### config.mk
export PLATFORM = sky130hd
export DESIGN_NAME = best_fit_block_allocator_unit
export DESIGN_NICKNAME = d
export VERILOG_FILES = /design/src/rtl/bfba_pkg.sv /design/src/rtl/best_fit_block_allocator_unit.sv
export SDC_FILE = /design/constraint.sdc
export NUM_CORES = 1
export LEC_CHECK = 0
export ABC_AREA = 1
export BUFFER_PORTS_ARGS = -buffer_cell sky130_fd_sc_hd__buf_2
export CORE_UTILIZATION = 58
export DETAILED_ROUTE_END_ITERATION = 7
export PLACE_DENSITY = 0.76
export SLEW_MARGIN = 20
export SYNTH_ARGS = -nofsm -noshare
export SYNTH_HDL_FRONTEND = slang
export SYNTH_SLANG_ARGS = --single-unit
### constraint.sdc
create_clock -name aclk -period 5.4 [get_ports aclk]
set_clock_uncertainty 0.05 [all_clocks]
set_input_delay 0.27 -clock aclk [delete_from_list [all_inputs] [get_ports aclk]]
set_output_delay 0.27 -clock aclk [all_outputs]
set_load 0.01 [all_outputs]
### src/rtl/bfba_pkg.sv
// ----------------------------------------------------------------------------
// bfba_pkg
// Shared constants and types for the best-fit block allocator.
// ----------------------------------------------------------------------------
package bfba_pkg;

    // Table geometry
    localparam int NUM_BLOCKS = 16;
    localparam int SIZE_BITS  = 16;
    localparam int IDX_BITS   = $clog2(NUM_BLOCKS);
    localparam int CNT_BITS   = $clog2(NUM_BLOCKS + 1);

    // Configuration register
    localparam int               BIU_BITS  = 5;
    localparam logic [BIU_BITS-1:0] BIU_RESET = BIU_BITS'(16);

    // Word field widths
    localparam int TAG_BITS = 8;
    localparam int REQ_BITS = 16;

    // Word modes
    localparam logic MODE_LOAD  = 1'b0;
    localparam logic MODE_ALLOC = 1'b1;

    // Controller states
    typedef enum logic [1:0] {
        ST_IDLE,
        ST_SCAN,
        ST_EMIT
    } state_t;

endpackage

### src/rtl/best_fit_block_allocator_unit.sv
// ----------------------------------------------------------------------------
// best_fit_block_allocator_unit
// Best-fit allocator over a table of block free sizes held in a
// synchronous memory, scanned one entry per cycle.
// ----------------------------------------------------------------------------
// Usage:
//   Input words (s_valid/s_ready) are either loads (s_mode = 0), which
//   write one block's free size, or allocate requests (s_mode = 1).
//   A load writes the free size directly and produces no output word.
//   An allocate request scans the first blocks_in_use entries of the
//   table, one memory read per cycle, then writes back the reduced free
//   size of the best-fitting block and posts one output word
//   (m_valid/m_ready). The scan reads count entries, count being
//   blocks_in_use capped at the table size, through the single memory
//   read port. The next word is accepted once the result sits in the
//   output register, so a load can proceed while an earlier result
//   waits. When the receiver stalls, a finished allocate holds in its
//   last state until the output register frees up. Reset clears every
//   entry to zero through per-entry valid bits (no clearing pass), sets
//   blocks_in_use to 16 and empties the output register. cfg_write_en
//   writes blocks_in_use; the user must write it only while idle, as the
//   block itself does not enforce this.
// ----------------------------------------------------------------------------
module best_fit_block_allocator_unit (
    input  logic                              aclk,
    input  logic                              aresetn,
    // configuration
    input  logic                              cfg_write_en,
    input  logic [bfba_pkg::BIU_BITS-1:0]     cfg_write_data,
    // input words
    input  logic                              s_valid,
    output logic                              s_ready,
    input  logic                              s_mode,
    input  logic [bfba_pkg::IDX_BITS-1:0]     s_block_index,
    input  logic [bfba_pkg::REQ_BITS-1:0]     s_size_value,
    input  logic [bfba_pkg::TAG_BITS-1:0]     s_request_tag,
    input  logic                              s_last_request,
    // output words
    output logic                              m_valid,
    input  logic                              m_ready,
    output logic                              m_allocated,
    output logic [bfba_pkg::IDX_BITS-1:0]     m_chosen_block,
    output logic [bfba_pkg::SIZE_BITS-1:0]    m_space_left,
    output logic [bfba_pkg::TAG_BITS-1:0]     m_tag_out,
    output logic                              m_last_result
);

    localparam int NB = bfba_pkg::NUM_BLOCKS;
    localparam int IW = bfba_pkg::IDX_BITS;
    localparam int CW = bfba_pkg::CNT_BITS;
    localparam int SW = bfba_pkg::SIZE_BITS;
    localparam int TW = bfba_pkg::TAG_BITS;
    localparam int BW = bfba_pkg::BIU_BITS;

    // Free-size memory, registered read
    logic [SW-1:0] mem [NB];
    logic [SW-1:0] rdata_reg;
    logic          rd_vld_reg;
    logic [NB-1:0] vld_reg, vld_next;

    logic          mem_we;
    logic [IW-1:0] mem_waddr;
    logic [SW-1:0] mem_wdata;
    logic          mem_re;
    logic [IW-1:0] mem_raddr;

    // Control and request registers
    bfba_pkg::state_t state_reg, state_next;
    logic [BW-1:0] biu_reg, biu_next;
    logic [CW-1:0] count_reg, count_next;
    logic [CW-1:0] issue_reg, issue_next;
    logic          cmp_vld_reg, cmp_vld_next;
    logic [IW-1:0] cmp_idx_reg, cmp_idx_next;
    logic          found_reg, found_next;
    logic [IW-1:0] best_idx_reg, best_idx_next;
    logic [SW-1:0] best_val_reg, best_val_next;
    logic [SW-1:0] size_reg, size_next;
    logic [TW-1:0] tag_reg, tag_next;
    logic          last_reg, last_next;

    // Output register
    logic          m_valid_reg, m_valid_next;
    logic          alloc_reg, alloc_next;
    logic [IW-1:0] chosen_reg, chosen_next;
    logic [SW-1:0] left_reg, left_next;
    logic [TW-1:0] tag_out_reg, tag_out_next;
    logic          last_out_reg, last_out_next;

    logic [SW-1:0] entry;
    logic [SW-1:0] remain;
    logic          s_fire;
    logic          out_free;

    // Memory array and registered read port
    always_ff @(posedge aclk) begin
        if (mem_we) begin
            mem[mem_waddr] <= mem_wdata;
        end
        if (mem_re) begin
            rdata_reg  <= mem[mem_raddr];
            rd_vld_reg <= vld_reg[mem_raddr];
        end
    end

    // Never-written entries read as zero
    assign entry  = rd_vld_reg ? rdata_reg : '0;
    assign remain = best_val_reg - size_reg;

    assign s_ready  = (state_reg == bfba_pkg::ST_IDLE);
    assign s_fire   = s_valid && s_ready;
    assign out_free = !m_valid_reg || m_ready;

    // Next state and datapath control
    always_comb begin
        state_next    = state_reg;
        biu_next      = biu_reg;
        count_next    = count_reg;
        issue_next    = issue_reg;
        cmp_vld_next  = 1'b0;
        cmp_idx_next  = cmp_idx_reg;
        found_next    = found_reg;
        best_idx_next = best_idx_reg;
        best_val_next = best_val_reg;
        size_next     = size_reg;
        tag_next      = tag_reg;
        last_next     = last_reg;
        vld_next      = vld_reg;
        m_valid_next  = m_valid_reg && !m_ready;
        alloc_next    = alloc_reg;
        chosen_next   = chosen_reg;
        left_next     = left_reg;
        tag_out_next  = tag_out_reg;
        last_out_next = last_out_reg;
        mem_we        = 1'b0;
        mem_waddr     = best_idx_reg;
        mem_wdata     = remain;
        mem_re        = 1'b0;
        mem_raddr     = issue_reg[IW-1:0];

        if (cfg_write_en) begin
            biu_next = cfg_write_data;
        end

        unique case (state_reg)
            bfba_pkg::ST_IDLE: begin
                if (s_fire) begin
                    if (s_mode == bfba_pkg::MODE_LOAD) begin
                        // load: store the free size directly
                        mem_we               = 1'b1;
                        mem_waddr            = s_block_index;
                        mem_wdata            = SW'(s_size_value);
                        vld_next[s_block_index] = 1'b1;
                    end else begin
                        // allocate: latch request, clamp search count
                        if (32'(biu_reg) > 32'(NB)) begin
                            count_next = CW'(NB);
                        end else begin
                            count_next = CW'(biu_reg);
                        end
                        size_next   = SW'(s_size_value);
                        tag_next    = s_request_tag;
                        last_next   = s_last_request;
                        issue_next  = '0;
                        found_next  = 1'b0;
                        state_next  = bfba_pkg::ST_SCAN;
                    end
                end
            end

            bfba_pkg::ST_SCAN: begin
                // issue one read per cycle
                if (issue_reg < count_reg) begin
                    mem_re       = 1'b1;
                    cmp_vld_next = 1'b1;
                    cmp_idx_next = issue_reg[IW-1:0];
                    issue_next   = issue_reg + CW'(1);
                end
                // compare the entry read last cycle
                if (cmp_vld_reg) begin
                    if (entry >= size_reg && (!found_reg || entry < best_val_reg)) begin
                        found_next    = 1'b1;
                        best_idx_next = cmp_idx_reg;
                        best_val_next = entry;
                    end
                end
                if (issue_reg == count_reg && !cmp_vld_reg) begin
                    state_next = bfba_pkg::ST_EMIT;
                end
            end

            bfba_pkg::ST_EMIT: begin
                // write back and post the result once the slot is free
                if (out_free) begin
                    mem_we        = found_reg;
                    if (found_reg) begin
                        vld_next[best_idx_reg] = 1'b1;
                    end
                    m_valid_next  = 1'b1;
                    alloc_next    = found_reg;
                    chosen_next   = found_reg ? best_idx_reg : '0;
                    left_next     = found_reg ? remain : '0;
                    tag_out_next  = tag_reg;
                    last_out_next = last_reg;
                    state_next    = bfba_pkg::ST_IDLE;
                end
            end

            default: begin
                state_next = bfba_pkg::ST_IDLE;
            end
        endcase
    end

    // Control registers
    always_ff @(posedge aclk) begin
        if (!aresetn) begin
            state_reg   <= bfba_pkg::ST_IDLE;
            biu_reg     <= bfba_pkg::BIU_RESET;
            vld_reg     <= '0;
            cmp_vld_reg <= 1'b0;
            m_valid_reg <= 1'b0;
        end else begin
            state_reg   <= state_next;
            biu_reg     <= biu_next;
            vld_reg     <= vld_next;
            cmp_vld_reg <= cmp_vld_next;
            m_valid_reg <= m_valid_next;
        end
    end

    // Payload registers
    always_ff @(posedge aclk) begin
        count_reg    <= count_next;
        issue_reg    <= issue_next;
        cmp_idx_reg  <= cmp_idx_next;
        found_reg    <= found_next;
        best_idx_reg <= best_idx_next;
        best_val_reg <= best_val_next;
        size_reg     <= size_next;
        tag_reg      <= tag_next;
        last_reg     <= last_next;
        alloc_reg    <= alloc_next;
        chosen_reg   <= chosen_next;
        left_reg     <= left_next;
        tag_out_reg  <= tag_out_next;
        last_out_reg <= last_out_next;
    end

    assign m_valid        = m_valid_reg;
    assign m_allocated    = alloc_reg;
    assign m_chosen_block = chosen_reg;
    assign m_space_left   = left_reg;
    assign m_tag_out      = tag_out_reg;
    assign m_last_result  = last_out_reg;

endmodule

Word-level counts from Yosys, hierarchy flattened
Memories as Yosys holds them, arrays and structs flattened. A register that Yosys moved wholly into a read port is not among the register bits.
Cells that the tools add are included.
- flip-flop bits (word level): 116
- RAM bits: 256
- bits of input ports: 40
- output and inout port bits: 32
- logic and storage cells: 111
- memories: 1
- memory list (memory ; depth ; bits a word ; read ports ; clocked after Yosys merged registers in ; write ports ; RTL line ; text):
    mem ; 16 ; 16 ; 1 ; 1 ; 1 ; best_fit_block_allocator_unit.sv:56 ; logic [SW-1:0] mem [NB];
- add/sub/neg operators: 2
- magnitude comparators: 9
- equality and inequality tests: 12
- mux-type cells: 42
- bitwise operators: 2
- reductions and logical operators: 23
- operators by type and width (operator ; count):
    16-bit 2-to-1 mux ; 8
    16-bit OR ; 2
    16-bit one-hot mux with 2 select lines ; 1
    16-bit greater-or-equal comparator ; 1
    16-bit less-than comparator ; 1
    1-bit 2-to-1 mux ; 16
    16-bit subtractor ; 1
    4-bit by 5-bit less-than comparator with 1-bit output (second input constant) ; 3
    5-bit 2-to-1 mux ; 3
    2-bit != test (second input constant) ; 7
    4-bit 2-to-1 mux ; 3
    5-bit one-hot mux with 2 select lines ; 1
    5-bit AND reduction ; 2
    1-bit demux with 4-bit select ; 2
    4-bit by 1-bit greater-or-equal comparator with 1-bit output (second input constant) ; 2
    2-bit 2-to-1 mux ; 4
    4-bit AND reduction ; 2
    1-bit logical AND ; 6
    2-bit one-hot mux with 3 select lines ; 1
    3-bit AND reduction ; 2
    5-bit by 1-bit adder with 5-bit output (second input constant) ; 1
    5-bit equality test ; 1
    5-bit > comparator (second input constant) ; 1
    5-bit less-than comparator ; 1
    other kinds (10) ; 18

Longest topological paths before layout
- word-level depth: 8
- depth in mapped cells: 16
- mapped depth without buffers: 14

Worst setup path before layout
OpenSTA, ideal clock, no wires.
- kind: register -> register
- start point: register issue_reg[0]
- end point: register issue_reg[0] (enable)
- setup time: 315 ps
- data arrival time: 2783 ps
- data required time: 5035 ps
- path slack: 2253 ps
- cell stages (with the launch flop): 10
- path buffers: 3
- clock period less this slack: 3147 ps
- cells stage by stage: edfxtp_1 > buf_4 > inv_2 > buf_2 > buf_2 > ha_1 > nor4_1 > nor4_2 > inv_1 > nand2_1
- cells in the longest elaborated chain, start to end: 3
- ends and longest elaborated chain (element ; RTL line ; text):
    from (decl) ; best_fit_block_allocator_unit.sv:71 ; logic [CW-1:0] issue_reg, issue_next;
    from (signal assigned) ; best_fit_block_allocator_unit.sv:234 ; issue_reg <= issue_next;
    5-bit less-than comparator ; best_fit_block_allocator_unit.sv:172 ; if (issue_reg < count_reg) begin
    2-bit != test (no source line) ; -- ;
    4-bit AND reduction (no source line) ; -- ;
Every way passes these cells.
A chain may end at the register's enable or synchronous reset.

Final worst setup path
- start point: register rd_vld_reg
- end point: register best_val_reg[1] (enable)
- cells in the longest elaborated chain, start to end: 5
- ends and longest elaborated chain (element ; RTL line ; text):
    from (decl) ; best_fit_block_allocator_unit.sv:58 ; logic rd_vld_reg;
    from (signal assigned) ; best_fit_block_allocator_unit.sv:101 ; rd_vld_reg <= vld_reg[mem_raddr];
    16-bit 2-to-1 mux (*) ; best_fit_block_allocator_unit.sv:106 ; assign entry = rd_vld_reg ? rdata_reg : '0;
    16-bit less-than comparator ; best_fit_block_allocator_unit.sv:180 ; if (entry >= size_reg && (!found_reg || entry < best_val_reg)) begin
    1-bit logical OR ; best_fit_block_allocator_unit.sv:180 ;
    1-bit logical AND (*) ; best_fit_block_allocator_unit.sv:180 ;
    3-bit AND reduction (no source line) (*) ; -- ;
    to (signal assigned) ; best_fit_block_allocator_unit.sv:238 ; best_val_reg <= best_val_next;
    to (decl) ; best_fit_block_allocator_unit.sv:76 ; logic [SW-1:0] best_val_reg, best_val_next;
Every way passes the cells marked *; elsewhere a longest branch is shown, timed or not.

==> out/metrics.cfg <==
[critical_path]
cp_slowest_cell = edfxtp_1
crit_top_cell = nand2_1
end_kind = register
critical_path.top_delay_family = simple AND/OR/NAND/NOR gates
startpoint_type = register
crit_buf_inv = 2
slowest_delay_ns = 0.82
required_ns = 5.51
path_class = register to register
critPathMaxFanout = 20
crit_chain = nand2_1 -> ha_1 -> inv_1 -> nand2_1 -> nand2_1 -> nand3_1 -> nand2_1 -> nand2_1 -> nand2_1 -> nand2_1 -> nand2_1 -> a21oi_1 -> nand2_1 -> inv_1
cp_data_arrival_time_ns = 3.36

[floorplanning]
die_x_um = 171
ios = 72
die_area_um2 = 29300
initial_utilization_pct = 59.3
core_area_um2 = 27900
die-height_um = 171
rows = 61

[placed_design]
preCtsSetupSlack_ns = 1.51
hpwl_um = 23000
dp_cells = 1815
port_buffers = 71
gp_congestion = 0.835

[cells_and_area]
layout-drive-gt1-share_pct = 12.2
regArea_um2 = 11400
layout.nets = 1600
top_register = mem
num_antenna_cells = 0
syn2layout_area_growth_pct = 14.2
nFillCells = 1979
instances_no_fill = 1918
largest_reg_flops = 256
multi_input_area_um2 = 4360

[timing]
setup_tns_ns = 0
fin_ws_ns = 2.15
fmax_mhz = 307
rsz0062_at_grt = false
slew_headroom_pct = 30.6
hold_viol = 0
period_share_pct = 60.3
fin_crit_ns = 3.25
tightestPinTransition_ns = 1.04
final_max_slew_viol_count = 0
setup_viol = 0

[power]
pwr-share-comb_pct = 10.4
switching_power_uw = 1640
p_leak_uw = 0.00718
seq_power_share_pct = 50.7
internal_power_uw = 5200
power_density_nw_per_um2 = 361
p_sw_share_pct = 24.0
finalPower_uw = 6840
pwr-share-clk_pct = 38.9
peakVddDrop_mv = 0.306

[routing]
ant_nets = 0
first_pass_iters = 5
wl_per_cell_um = 19.5
drtIter0Drc = 1225
drcViolationCount = 0
via_count = 11100
drt_wl_total_um = 37300
viasPerCell = 5.77

[logic_synthesis]
synth_area_leaders = edfxtp_1 (66%), o21ai_0 (5.0%), nor2_1 (4.3%)
synthCells = 1404
netlist_area_um2 = 16600
synth-warning-count = 0
ys_types = 49
syn_nets = 1493
synth-seq-cells = 388
synth.largest_area_cell = edfxtp_1
yosys.area.top_type_share_pct = 65.8
seq_area_frac_synth_pct = 68.8
syn_avg_cell_area_um2 = 11.8

[global_routing]
grt_pass1_vias = 10900
antenna_found_initial = 0
grt_max_degree = 88
grt_pass1_wl_um = 57900
overflow = 0
track_usage_pct = 26.1

[cts]
root_buffer = clkbuf_16
htreeDepth = 2
cts_made_buffers = 40
clockBufferDepth = 3
cts_resized = 0
cts.clk_slew.worst_paths_ns = 0.06
cts_tree = yes
clock_latency_ns = 0.55
cts_num_sinks = 388

[status]
status = finished clean

[hold_path]
hold_class = primary input to register

[job]
cap_viol_max_count = 0

layout by cell type (no fill, tap or decap), drive strengths merged, types with 2 or more instances in the layout:
cell type | Yosys | final
a21boi | 4 | 4
buf | 19 | 95
o21ai | 170 | 170
o211ai | 6 | 6
dfxtp | 25 | 25
xnor2 | 6 | 6
nand3 | 48 | 48
nand4 | 6 | 6
o21bai | 5 | 5
nand2 | 158 | 158
nand3b | 4 | 4
ha | 48 | 48
clkinv | 1 | 10
inv | 150 | 152
nor3 | 7 | 7
edfxtp | 363 | 363
clkbuf | 43 | 57
nor2 | 197 | 197
bufinv | 0 | 2
o221ai | 26 | 26
dlygate4sd3 | 0 | 32
o21a | 2 | 2
o22ai | 40 | 40
a21oi | 59 | 59
xor2 | 6 | 6
nor4 | 2 | 2
cell type report:
cell class                      instances  share of cell area, %
Multi-Input combinational cell        803                   23.0
Clock buffer                           57                   5.94
Clock inverter                         14                  0.767
Timing Repair Buffer                  127                   4.52
Inverter                              151                   3.01
Sequential cell                       388                   60.2
Tap cell                              378                   2.50
worst paths after layout:
kind	start	slack (ns)	endpoint	depth (start not counted)
worst max-delay path	rd_vld_reg$_DFFE_PP_	2.15	best_val_reg[1]$_DFFE_PP_	14
worst min-delay path	cfg_write_data[2]	0.02	biu_reg[2]$_SDFFE_PN0P_	3
worst max register to register	rd_vld_reg$_DFFE_PP_	2.15	best_val_reg[1]$_DFFE_PP_	14
worst min register to register	tag_reg[2]$_DFFE_PP_	0.37	m_tag_out[2]$_DFFE_PP_	0
power by group through the flow:
stage	Combinational (uW)	Sequential [uW]	Clock, uW
after floorplan	430	3530	0
after global placement	660	3520	0
after detailed placement	677	3530	0
after CTS	701	3460	2680
after global routing	778	3470	2800
final	710	3470	2660
cells by family after synthesis:
logic type	count (synthesis)	share of synthesized area, %
flip-flops	388	68.8
buffers and inverters	213	5.03
XOR/XNOR	12	0.634
AND/OR/NAND/NOR	425	10.8
AO/OA/AOI/OAI	317	11.0
adder cells (fa/ha/maj)	49	3.74
worst register-to-register path: stages (launching register included):
cell	delay, ns
edfxtp_1	0.82
nand2_1	0.26
ha_1	0.34
inv_1	0.04
nand2_1	0.05
nand2_1	0.04
nand3_1	0.06
nand2_1	0.05
nand2_1	0.07
nand2_1	0.05
nand2_1	0.09
nand2_1	0.06
a21oi_1	0.16
nand2_1	0.12
inv_1	0.61
synth_stat cells, drive strengths merged:
cell	instances
nand3b	4
nor4	2
a21boi	4
nand2	158
edfxtp	363
clkinv	1
xnor2	6
o32ai	1
a211oi	1
a41oi	1
ha	48
o21ai	170
nor2	197
o21a	2
a311o	1
o21bai	5
dfxtp	25
a21o	1
and3	1
o221ai	26
inv	150
a21oi	59
nand4	6
o211ai	6
buf	19
o22ai	40
nor3b	1
nand3	48
fa	1
clkbuf	43
or2	1
xor2	6
nor3	7
per-layer routing:
layer,vias to the layer above,share of wire [%],track usage [%]
li1,5178,-,-
met1,5347,41,34.7
met2,484,49,44.3
met3,58,7.9,4.28
met4,0,2.0,8.15
met5,-,0,0
per-stage QoR:
stage	hold slack [ns]	instance area (um2)	utilization (%)
floorplan	0.319	16600	-
global placement	0.351	17300	62.0
detailed placement	0.355	17300	62.0
CTS	0.00111	18900	67.7
global route	0.0297	18900	67.8
finish	0.0172	18900	67.8
repair_timing:
action                    in CTS  in global routing
hold buffers                  32                  0
hold endpoints to repair      31                  0
setup buffers                  0                  0
(Power assumes the default switching activity.)
